--- src/sv/ptb_pkg.sv ---
// ---------------------------------------------------------------------------
// ptb_pkg
// Types and codes shared by the periodic and timeout timer bank.
// ---------------------------------------------------------------------------
`timescale 1ns / 1ps

package ptb_pkg;

	localparam int ACTION_W = 3;
	localparam int INDEX_W  = 3;
	localparam int VALUE_W  = 16;
	localparam int CFG_W    = 4;
	localparam int CFG_IDX_W = 1;

	typedef enum logic [ACTION_W-1:0] {
		ACT_TICK          = 3'd0,
		ACT_START_PERIOD  = 3'd1,
		ACT_STOP_PERIOD   = 3'd2,
		ACT_QUERY_PERIOD  = 3'd3,
		ACT_CLEAR_PERIOD  = 3'd4,
		ACT_START_TIMEOUT = 3'd5,
		ACT_STOP_TIMEOUT  = 3'd6,
		ACT_QUERY_TIMEOUT = 3'd7
	} action_t;

	localparam logic [CFG_IDX_W-1:0] CFG_PERIODS_IN_USE  = 1'b0;
	localparam logic [CFG_IDX_W-1:0] CFG_TIMEOUTS_IN_USE = 1'b1;

	localparam logic [CFG_W-1:0] CFG_RESET_IN_USE = 4'd8;

	typedef struct packed {
		action_t             action;
		logic [INDEX_W-1:0]  index;
		logic [VALUE_W-1:0]  value;
	} in_item_t;

	typedef struct packed {
		logic accepted;
		logic done_res;
	} out_item_t;

	// controller -> datapath
	typedef struct packed {
		logic apply;   // commit the state update of the incoming item
		logic load;    // capture the result into the output register
	} ptb_cmd_t;

	// datapath -> controller
	typedef struct packed {
		logic is_tick;
		logic idx_ok;
	} ptb_status_t;

endpackage

--- src/sv/ptb_ctrl.sv ---
// ---------------------------------------------------------------------------
// ptb_ctrl
// Handshake controller: owns the output slot and gates datapath updates.
// ---------------------------------------------------------------------------
`timescale 1ns / 1ps

module ptb_ctrl
	import ptb_pkg::*;
(
	input  logic        clk,
	input  logic        arst_n,
	input  logic        in_valid,
	output logic        in_ready,
	output logic        out_valid,
	input  logic        out_ready,
	input  ptb_status_t status,
	output ptb_cmd_t    cmd
);

	typedef enum logic [1:0] {
		ST_EMPTY = 2'b01,
		ST_FULL  = 2'b10
	} state_t;

	state_t state_q;
	state_t state_d;
	logic   in_fire;

	// take a new item whenever the output slot is free or drains this cycle
	assign in_ready = (state_q == ST_EMPTY) || out_ready;
	assign out_valid = (state_q == ST_FULL);
	assign in_fire = in_valid && in_ready;

	assign cmd.apply = in_fire && (status.is_tick || status.idx_ok);
	assign cmd.load  = in_fire;

	always_comb begin
		state_d = state_q;
		unique case (state_q)
			ST_EMPTY: begin
				if (in_fire) state_d = ST_FULL;
			end
			ST_FULL: begin
				if (out_ready && !in_fire) state_d = ST_EMPTY;
			end
			default: state_d = ST_EMPTY;
		endcase
	end

	always_ff @(posedge clk or negedge arst_n) begin
		if (!arst_n) begin
			state_q <= ST_EMPTY;
		end else begin
			state_q <= state_d;
		end
	end

endmodule

--- src/sv/ptb_dpath.sv ---
// ---------------------------------------------------------------------------
// ptb_dpath
// Timer state, in-use registers, per-entry tick logic and result register.
// ---------------------------------------------------------------------------
`timescale 1ns / 1ps

module ptb_dpath
	import ptb_pkg::*;
#(
	parameter int NUM_PERIODS  = 8,
	parameter int NUM_TIMEOUTS = 8,
	parameter int COUNT_BITS   = 16
) (
	input  logic                 clk,
	input  logic                 arst_n,
	input  in_item_t             in_item,
	input  logic                 cfg_we,
	input  logic [CFG_IDX_W-1:0] cfg_index,
	input  logic [CFG_W-1:0]     cfg_data,
	input  ptb_cmd_t             cmd,
	output ptb_status_t          status,
	output out_item_t            out_item
);

	logic [CFG_W-1:0] periods_in_use_q;
	logic [CFG_W-1:0] timeouts_in_use_q;

	logic [COUNT_BITS-1:0] p_count_q  [NUM_PERIODS];
	logic [COUNT_BITS-1:0] p_reload_q [NUM_PERIODS];
	logic [NUM_PERIODS-1:0] p_active_q;
	logic [NUM_PERIODS-1:0] p_flag_q;
	logic [COUNT_BITS-1:0] t_count_q  [NUM_TIMEOUTS];

	logic [COUNT_BITS-1:0] p_count_d  [NUM_PERIODS];
	logic [COUNT_BITS-1:0] p_reload_d [NUM_PERIODS];
	logic [NUM_PERIODS-1:0] p_active_d;
	logic [NUM_PERIODS-1:0] p_flag_d;
	logic [COUNT_BITS-1:0] t_count_d  [NUM_TIMEOUTS];

	logic [NUM_PERIODS-1:0]  p_sel;
	logic [NUM_PERIODS-1:0]  p_en;
	logic [NUM_TIMEOUTS-1:0] t_sel;
	logic [NUM_TIMEOUTS-1:0] t_en;
	logic [NUM_TIMEOUTS-1:0] t_zero;

	logic                  is_period_cmd;
	logic                  p_idx_ok;
	logic                  t_idx_ok;
	logic                  idx_ok;
	logic [COUNT_BITS-1:0] load_val;
	out_item_t             res_d;
	out_item_t             res_q;

	assign load_val = COUNT_BITS'(in_item.value);
	assign is_period_cmd = (in_item.action == ACT_START_PERIOD) ||
		(in_item.action == ACT_STOP_PERIOD) || (in_item.action == ACT_QUERY_PERIOD) ||
		(in_item.action == ACT_CLEAR_PERIOD);

	assign p_idx_ok = ({1'b0, in_item.index} < periods_in_use_q) &&
		(32'(in_item.index) < NUM_PERIODS);
	assign t_idx_ok = ({1'b0, in_item.index} < timeouts_in_use_q) &&
		(32'(in_item.index) < NUM_TIMEOUTS);
	assign idx_ok = is_period_cmd ? p_idx_ok : t_idx_ok;

	assign status.is_tick = (in_item.action == ACT_TICK);
	assign status.idx_ok  = (in_item.action != ACT_TICK) && idx_ok;

	// per-entry selects and in-use enables
	always_comb begin
		for (int i = 0; i < NUM_PERIODS; i++) begin
			p_sel[i] = (32'(in_item.index) == 32'(i));
			p_en[i]  = (32'(i) < 32'(periods_in_use_q));
		end
		for (int i = 0; i < NUM_TIMEOUTS; i++) begin
			t_sel[i]  = (32'(in_item.index) == 32'(i));
			t_en[i]   = (32'(i) < 32'(timeouts_in_use_q));
			t_zero[i] = (t_count_q[i] == '0);
		end
	end

	// result of the incoming item
	always_comb begin
		res_d.accepted = status.is_tick || idx_ok;
		res_d.done_res = 1'b0;
		if (idx_ok) begin
			if (in_item.action == ACT_QUERY_PERIOD) res_d.done_res = |(p_flag_q & p_sel);
			if (in_item.action == ACT_QUERY_TIMEOUT) res_d.done_res = |(t_zero & t_sel);
		end
	end

	// next state: tick advances every enabled active period and every enabled nonzero timeout, commands touch one entry
	always_comb begin
		logic [COUNT_BITS-1:0] dec;
		dec        = '0;
		p_active_d = p_active_q;
		p_flag_d   = p_flag_q;
		for (int i = 0; i < NUM_PERIODS; i++) begin
			p_count_d[i]  = p_count_q[i];
			p_reload_d[i] = p_reload_q[i];
		end
		for (int i = 0; i < NUM_TIMEOUTS; i++) begin
			t_count_d[i] = t_count_q[i];
		end
		if (cmd.apply) begin
			for (int i = 0; i < NUM_PERIODS; i++) begin
				dec = p_count_q[i] - COUNT_BITS'(1);
				unique case (in_item.action)
					ACT_TICK: begin
						if (p_en[i] && p_active_q[i]) begin
							if (dec == '0) begin
								p_flag_d[i]  = 1'b1;
								p_count_d[i] = p_reload_q[i];
							end else begin
								p_count_d[i] = dec;
							end
						end
					end
					ACT_START_PERIOD: begin
						if (p_sel[i]) begin
							p_active_d[i] = 1'b1;
							p_flag_d[i]   = 1'b0;
							p_reload_d[i] = load_val;
							p_count_d[i]  = load_val;
						end
					end
					ACT_STOP_PERIOD: begin
						if (p_sel[i]) p_active_d[i] = 1'b0;
					end
					ACT_CLEAR_PERIOD: begin
						if (p_sel[i]) p_flag_d[i] = 1'b0;
					end
					default: ;
				endcase
			end
			for (int i = 0; i < NUM_TIMEOUTS; i++) begin
				unique case (in_item.action)
					ACT_TICK: begin
						if (t_en[i] && !t_zero[i]) t_count_d[i] = t_count_q[i] - COUNT_BITS'(1);
					end
					ACT_START_TIMEOUT: begin
						if (t_sel[i]) t_count_d[i] = load_val;
					end
					ACT_STOP_TIMEOUT: begin
						if (t_sel[i]) t_count_d[i] = '0;
					end
					default: ;
				endcase
			end
		end
	end

	always_ff @(posedge clk or negedge arst_n) begin
		if (!arst_n) begin
			periods_in_use_q  <= CFG_RESET_IN_USE;
			timeouts_in_use_q <= CFG_RESET_IN_USE;
			p_active_q <= '0;
			p_flag_q   <= '0;
			for (int i = 0; i < NUM_PERIODS; i++) begin
				p_count_q[i]  <= '0;
				p_reload_q[i] <= '0;
			end
			for (int i = 0; i < NUM_TIMEOUTS; i++) begin
				t_count_q[i] <= '0;
			end
		end else begin
			if (cfg_we) begin
				unique case (cfg_index)
					CFG_PERIODS_IN_USE:  periods_in_use_q  <= cfg_data;
					CFG_TIMEOUTS_IN_USE: timeouts_in_use_q <= cfg_data;
					default: ;
				endcase
			end
			p_active_q <= p_active_d;
			p_flag_q   <= p_flag_d;
			for (int i = 0; i < NUM_PERIODS; i++) begin
				p_count_q[i]  <= p_count_d[i];
				p_reload_q[i] <= p_reload_d[i];
			end
			for (int i = 0; i < NUM_TIMEOUTS; i++) begin
				t_count_q[i] <= t_count_d[i];
			end
		end
	end

	always_ff @(posedge clk) begin
		if (cmd.load) res_q <= res_d;
	end

	assign out_item = res_q;

endmodule

--- src/sv/periodic_and_timeout_timer_bank_unit.sv ---
// ---------------------------------------------------------------------------
// periodic_and_timeout_timer_bank_unit
// Bank of periodic timers and one-shot timeouts advanced by tick items.
// ---------------------------------------------------------------------------
//
//   channel  | signals                          | direction | payload
//   ---------+----------------------------------+-----------+---------------------
//   input    | in_valid / in_ready / in_item    | in        | action, index, value
//   output   | out_valid / out_ready / out_item | out       | accepted, done_res
//   config   | cfg_we / cfg_index / cfg_data    | in        | in-use counts
//
// The timer state updates and the result is written into the output register
// at the edge that accepts the transfer. The output register frees up in the
// same cycle it drains, so with out_ready high an item can be accepted every cycle.
// A stalled result blocks new transfers only while the output register is full.
// Reset clears all timers and flags and sets both in-use counts to eight.
// ---------------------------------------------------------------------------
`timescale 1ns / 1ps

module periodic_and_timeout_timer_bank_unit
	import ptb_pkg::*;
#(
	parameter int NUM_PERIODS  = 8,
	parameter int NUM_TIMEOUTS = 8,
	parameter int COUNT_BITS   = 16
) (
	input  logic                 clk,
	input  logic                 arst_n,
	input  logic                 in_valid,
	output logic                 in_ready,
	input  in_item_t             in_item,
	output logic                 out_valid,
	input  logic                 out_ready,
	output out_item_t            out_item,
	input  logic                 cfg_we,
	input  logic [CFG_IDX_W-1:0] cfg_index,
	input  logic [CFG_W-1:0]     cfg_data
);

	ptb_cmd_t    cmd;
	ptb_status_t status;

	// Controller: decide when a transfer happens and whether it may commit.
	ptb_ctrl u_ctrl (
		.clk       (clk),
		.arst_n    (arst_n),
		.in_valid  (in_valid),
		.in_ready  (in_ready),
		.out_valid (out_valid),
		.out_ready (out_ready),
		.status    (status),
		.cmd       (cmd)
	);

	// Datapath: hold the counters, range-check the index, advance on a tick,
	// and register the result of every transfer.
	ptb_dpath #(
		.NUM_PERIODS  (NUM_PERIODS),
		.NUM_TIMEOUTS (NUM_TIMEOUTS),
		.COUNT_BITS   (COUNT_BITS)
	) u_dpath (
		.clk       (clk),
		.arst_n    (arst_n),
		.in_item   (in_item),
		.cfg_we    (cfg_we),
		.cfg_index (cfg_index),
		.cfg_data  (cfg_data),
		.cmd       (cmd),
		.status    (status),
		.out_item  (out_item)
	);

endmodule

--- config.mk ---
export PLATFORM = sky130hd
export DESIGN_NAME = periodic_and_timeout_timer_bank_unit
export DESIGN_NICKNAME = d
export VERILOG_FILES = /design/src/sv/ptb_pkg.sv /design/src/sv/ptb_ctrl.sv /design/src/sv/ptb_dpath.sv /design/src/sv/periodic_and_timeout_timer_bank_unit.sv
export SDC_FILE = /design/constraint.sdc
export NUM_CORES = 1
export LEC_CHECK = 0
export BUFFER_PORTS_ARGS = -buffer_cell sky130_fd_sc_hd__buf_2
export CORE_MARGIN = 2
export CORE_UTILIZATION = 50
export DETAILED_ROUTE_END_ITERATION = 12
export PLACE_DENSITY = 0.66
export SLEW_MARGIN = 40
export SYNTH_ARGS = -nofsm -noshare
export SYNTH_HDL_FRONTEND = slang
export SYNTH_HIERARCHICAL = 1
export SYNTH_SLANG_ARGS = --single-unit
--- constraint.sdc ---
create_clock -name clk -period 4.34 [get_ports clk]
set_input_delay 0.651 -clock clk [delete_from_list [all_inputs] [get_ports clk]]
set_output_delay 0.651 -clock clk [all_outputs]
set_load 0.01 [all_outputs]
# Word-level counts from Yosys, hierarchy flattened

Cells that the tools add are included.
W data, S select, Z words.

$add $sub $neg: 16
Magnitude comparators: 18
Equality and inequality tests: 82
Multiplexer cells: 110
Bitwise logic cells: 3
Reduce and logical (&&, ||, !) cells: 104

Operator list:

| cell                    | number |
|---|---|
| $mux W16                | 40 |
| $pmux W16 S3            | 8 |
| $logic_not A16 Y1       | 16 |
| $pmux W16 S2            | 8 |
| $sub A16 B1 Y16 const B | 16 |
| $ne A2 B1 Y1 const B    | 66 |
| $reduce_and A5 Y1       | 16 |
| $reduce_and A4 Y1       | 16 |
| $mux W1                 | 35 |
| $lt A3 B4 Y1 const A    | 8 |
| $pmux W1 S2             | 16 |
| $eq A3 B3 Y1 const B    | 8 |
| $reduce_and A3 Y1       | 8 |
| $logic_and A1 B1 Y1     | 20 |
| $and A8 B8 Y8           | 2 |
| $lt A1 B4 Y1 const A    | 4 |
| $lt A2 B4 Y1 const A    | 4 |
| $reduce_or A8 Y1        | 2 |
| $eq A3 B2 Y1 const B    | 4 |
| $logic_not A1 Y1        | 9 |
| $lt A3 B4 Y1            | 2 |
| $eq A3 B1 Y1 const B    | 2 |
| $logic_not A3 Y1        | 2 |
| $logic_or A1 B1 Y1      | 6 |
| 9 further kinds         | 15 |

Flip-flop bits (word level): 412
Output and inout port bits: 4
Word-level logic and storage cells: 378

# Depth between registers and ports, before layout

Depth after elaboration: 9
Depth in mapped cells: 17
Mapped depth without buffers: 14

# By module

Netlist, hierarchy kept.

Modules (own cells, without submodules):

| module    | times used | cells each | area each (µm²) | seq. area each (µm²) |
|---|---|---|---|---|
| ptb_dpath | 1          | 2905       | 24085.6         | 10272.4 |
| ptb_ctrl  | 1          | 11         | 137.6           | 51.3 |

# Least setup slack after synthesis

Ideal clock, no wire load.

Path kind: input-to-reg
Start: in in_item[20] (netlist bit)
End: reg u_dpath/p_count_q[16] (netlist bit)
Arrival time: 3.642 ns
Setup slack: 0.616 ns
Cell stages on the path: 16
Path buffers: 6
Cell sequence: clkbuf_1 -> or3_1 -> clkbuf_1 -> nand2_1 -> nor3_1 -> a21o_1 -> nor2_1 -> o221a_2 -> clkbuf_1 -> and2_1 -> clkbuf_1 -> o21a_1 -> clkbuf_1 -> clkbuf_1 -> o21ai_0 -> o22ai_1

RTL lines:

| what                           | line                                       | text |
|---|---|---|
| start: declaration             | periodic_and_timeout_timer_bank_unit.sv:31 | `input in_item_t in_item,` |
| end signal: indexed assignment | ptb_dpath.sv:176                           | `p_count_q[i] <= p_count_d[i];` |
| end: declaration               | ptb_dpath.sv:28                            | `logic [COUNT_BITS-1:0] p_count_q [NUM_PERIODS];` |

==> summary.txt <==
Place
  – Dpl hpwl: 53.2 mm
  – Placed insts: 3,441
  – Final GP Congestion: 0.942
  – Port Buffers: 35
  – Placed cell areas: 25,200 um2
  – Placement Setup Slack: 0.435 ns

Setup path
  – Crit Path Category: flop to flop
  – Crit-path slowest cell: and2_1
  – Startpoint class of the critical path: flop
  – Crit end category: flop
  – Beginning of the critical path: u_dpath/periods_in_use_q[1]
  – Worst stage delay on the critical path: 0.56 ns
  – Worst-path maximum fanout: 20
  – Critical path cell sequence: inv_1 > ha_1 > a21o_1 > a21oi_1 > nor3_1 > a21o_1 > nor2_1 > o221a_2 > and2_1 > nand2_1 > buf_4 > a311oi_1 > a21oi_1 > a31oi_1
  – Arrival time at the worst endpoint: 4.23 ns
  – Worst endpoint required time: 4.84 ns
  – R2r startpoint: u_dpath/periods_in_use_q[1]

Routing
  – Initial DRC count: 2,614
  – First drt pass iteration count: 6
  – Detail Route Antenna Nets: 0
  – Wire per inst: 22.7 um
  – Drt drc: 0
  – Vias: 23,000
  – Final wirelength: 80.1 mm
  – Vias/cell: 6.51

Yosys
  – Syn_area_per_cell: 8.31 um2
  – Syn. warnings: 6
  – Ys flop type: dfrtp_1
  – Ys async rst share: 99.5%
  – Sequential fraction of the synthesis area: 42.6%
  – Cell variety after synth: 91
  – Share of the synthesized area in the top cell type: 42.0%
  – Post-synth top area cell: dfrtp_1
  – Synthesized Nets: 2,976
  – Gate Count Post-Synth: 2,916
  – Flops & latches, synth: 412
  – Synthesized area: 24,200 um2
  – Top post-synthesis cells by area: dfrtp_1 (42%), o21ai_0 (7.0%), a21oi_1 (5.0%)
  – Number of flops mapped to enable cells by yosys: 2

Timing
  – Slew HR: 44.9%
  – # setup viols final: 0
  – Worst slew pin tran: 0.805 ns
  – Final Cycle Share: 86.0%
  – Fmax: 268 MHz
  – Setup TNS: 0 ns
  – RSZ-0062 raised after global routing: false
  – Min Hold Slack: 0.286 ns
  – Setup WS post-layout: 0.608 ns
  – Min cycle time layout: 3.73 ns
  – Final Skew: 0.0257 ns
  – Fin. Hold Viols: 0
  – Final Max Tran Viols: 0

Floorplan
  – Die Y: 224 um
  – Die footprint: 50,200 um2
  – Core area: 47,700 um2
  – # rows: 80
  – Die Wd: 224 um
  – Top Ports: 36
  – Initial core utilization: 50.7%

GRT
  – Vias in the first global route: 21,800
  – Pin count of the biggest net entering global routing: 81
  – Initial antenna violation count: 1
  – First-pass GRT wire length: 126 mm
  – Remaining Overflow, GRT: 0
  – Tot GR Track Use: 31.9%

Final layout
  – Share of layout cells above drive strength 1: 11.4%
  – Area of the multi-input gates: 12,900 um2
  – Post-layout util: 56.3%
  – Filler Cell Count: 4,272
  – # nets final: 2,937
  – Sequential Area: 10,300 um2
  – Area Overhead vs Synth: 10.9%
  – Layout Cells excl Fill: 3,533
  – Design area: 26,900 um2

Clock network
  – Clk slew on worst S/H paths: 0.06 ns
  – Clock latency on the worst-skew pair: 0.60 ns
  – Clock Root Buffer: clkbuf_16
  – CTS H-Tree Depth: 2
  – CTS tree: built
  – Number of setup buffers added after CTS: 0
  – Clock buffer depth: 3
  – Num CTS Buffers: 48
  – CTS Sinks: 412

Pwr
  – Psw: 6.57 mW
  – Register share of total power: 38.8%
  – Sw Ratio: 39.9%
  – Max VDD drop: 390 uV
  – P_leak: 11.4 nW
  – Total power: 16.5 mW
  – Combinational Power Share: 35.6%
  – Pwr dens: 613 nW/um2
  – Int Power: 9.89 mW
  – Clock power share: 25.6%

Status
  – Status: finished, final reports clean

Worst hold path
  – Hold Path Class: input pin to flop
  – Start point of the worst hold path: in_valid

Run
  – # Max-Cap Violations: 0
-- timing repair --
action                    CTS  global route
hold buffers                1             0
hold endpoints to repair    8             0
resized for setup           0             0
-- registers in the layout, summed over array words and instances (netlist names) --
signal	flops
u_ctrl/state_q	2
u_dpath/p_active_q	8
u_dpath/p_count_q	128
u_dpath/p_flag_q	8
u_dpath/out_item	2
u_dpath/periods_in_use_q	4
u_dpath/p_reload_q	128
u_dpath/t_count_q	128
u_dpath/timeouts_in_use_q	4
-- critical path: cells and delay by family (launching register included) --
family          cells  cell delay, ns
flops               1            0.52
buf+inv             2            0.44
fa+ha+maj           1            0.28
compound gates      7            1.26
simple gates        4            1.12
-- worst paths after layout --
path / slack [ns] / end / depth (start not counted)
setup / recovery: 0.61 / u_dpath/p_count_q[12] / 14
hold / removal: 0.29 / u_ctrl/state_q[0] / 2
setup reg to reg: 0.61 / u_dpath/p_count_q[12] / 14
hold reg to reg: 0.47 / u_dpath/p_count_q[118] / 2
max in group asynchronous: 2.59 / u_dpath/periods_in_use_q[3] / 4
min in group asynchronous: 0.60 / u_dpath/t_count_q[122] / 2
-- placed cells by master (no fill, tap or decap), types with 27 or more instances in the layout --
master and instances:
inv_1 91, a211oi_1 43, nor4_1 51, clkbuf_16 50
dfrtp_1 407, buf_4 74, buf_2 34, a31oi_1 108
mux2_2 71, a21oi_1 242, ha_1 28, nand3_1 55
nor3_1 101, and2_1 39, o22ai_1 39, nand4_1 27
nand2_1 298, o21ai_0 340, nor2_1 313, xnor2_1 30
-- cell type report --
type	instances	area share (%)
Tap cell	615	2.86
Timing Repair Buffer	117	3.31
Multi-Input combinational cell	2206	47.9
Sequential cell	412	38.4
Clock inverter	16	0.652
Clock buffer	73	5.54
Inverter	92	1.29
Antenna cell	2	0.0186
-- power groups by stage --
stage	Sequential [mW]	Combinational, mW	Clock (mW)
CTS	6.32	5.77	4.30
finish	6.39	5.86	4.22
floorplan	5.84	4.69	0
global route	6.55	6.58	4.45
global placement	6.32	5.55	0
detailed placement	6.37	5.73	0
-- per-layer routing --
metal	global-route usage [%]	routed length [um]	share of wire, %	up-vias
li1	-	-	-	10600
met3	4.85	6140	7.7	189
met4	15.5	3780	4.7	0
met5	0	0	0	-
met2	51.1	36800	46	963
met1	42.4	33400	42	11300
-- kinds of logic after synthesis --
kind of cell,synth area share (%)
simple gates,21.7
mux,3.51
compound gates,24.2
fa+ha+maj,1.45
buf+inv,4.75
flops,42.6
xor+xnor,1.84
-- Yosys cell counts (all sizes together) (18+ instances only) --
master / number
a211oi: 43
clkbuf: 159
mux2: 71
a21o: 23
ha: 28
a21oi: 243
buf: 47
nor4: 57
or4: 22
or3: 25
dfrtp: 407
nand4: 27
a31oi: 108
nand3: 56
o21ai: 344
nand2: 300
nor3: 105
xnor2: 30
o22ai: 39
xor2: 21
and2: 47
nand2b: 18
inv: 91
nor2: 317
(Power assumes the default switching activity.)
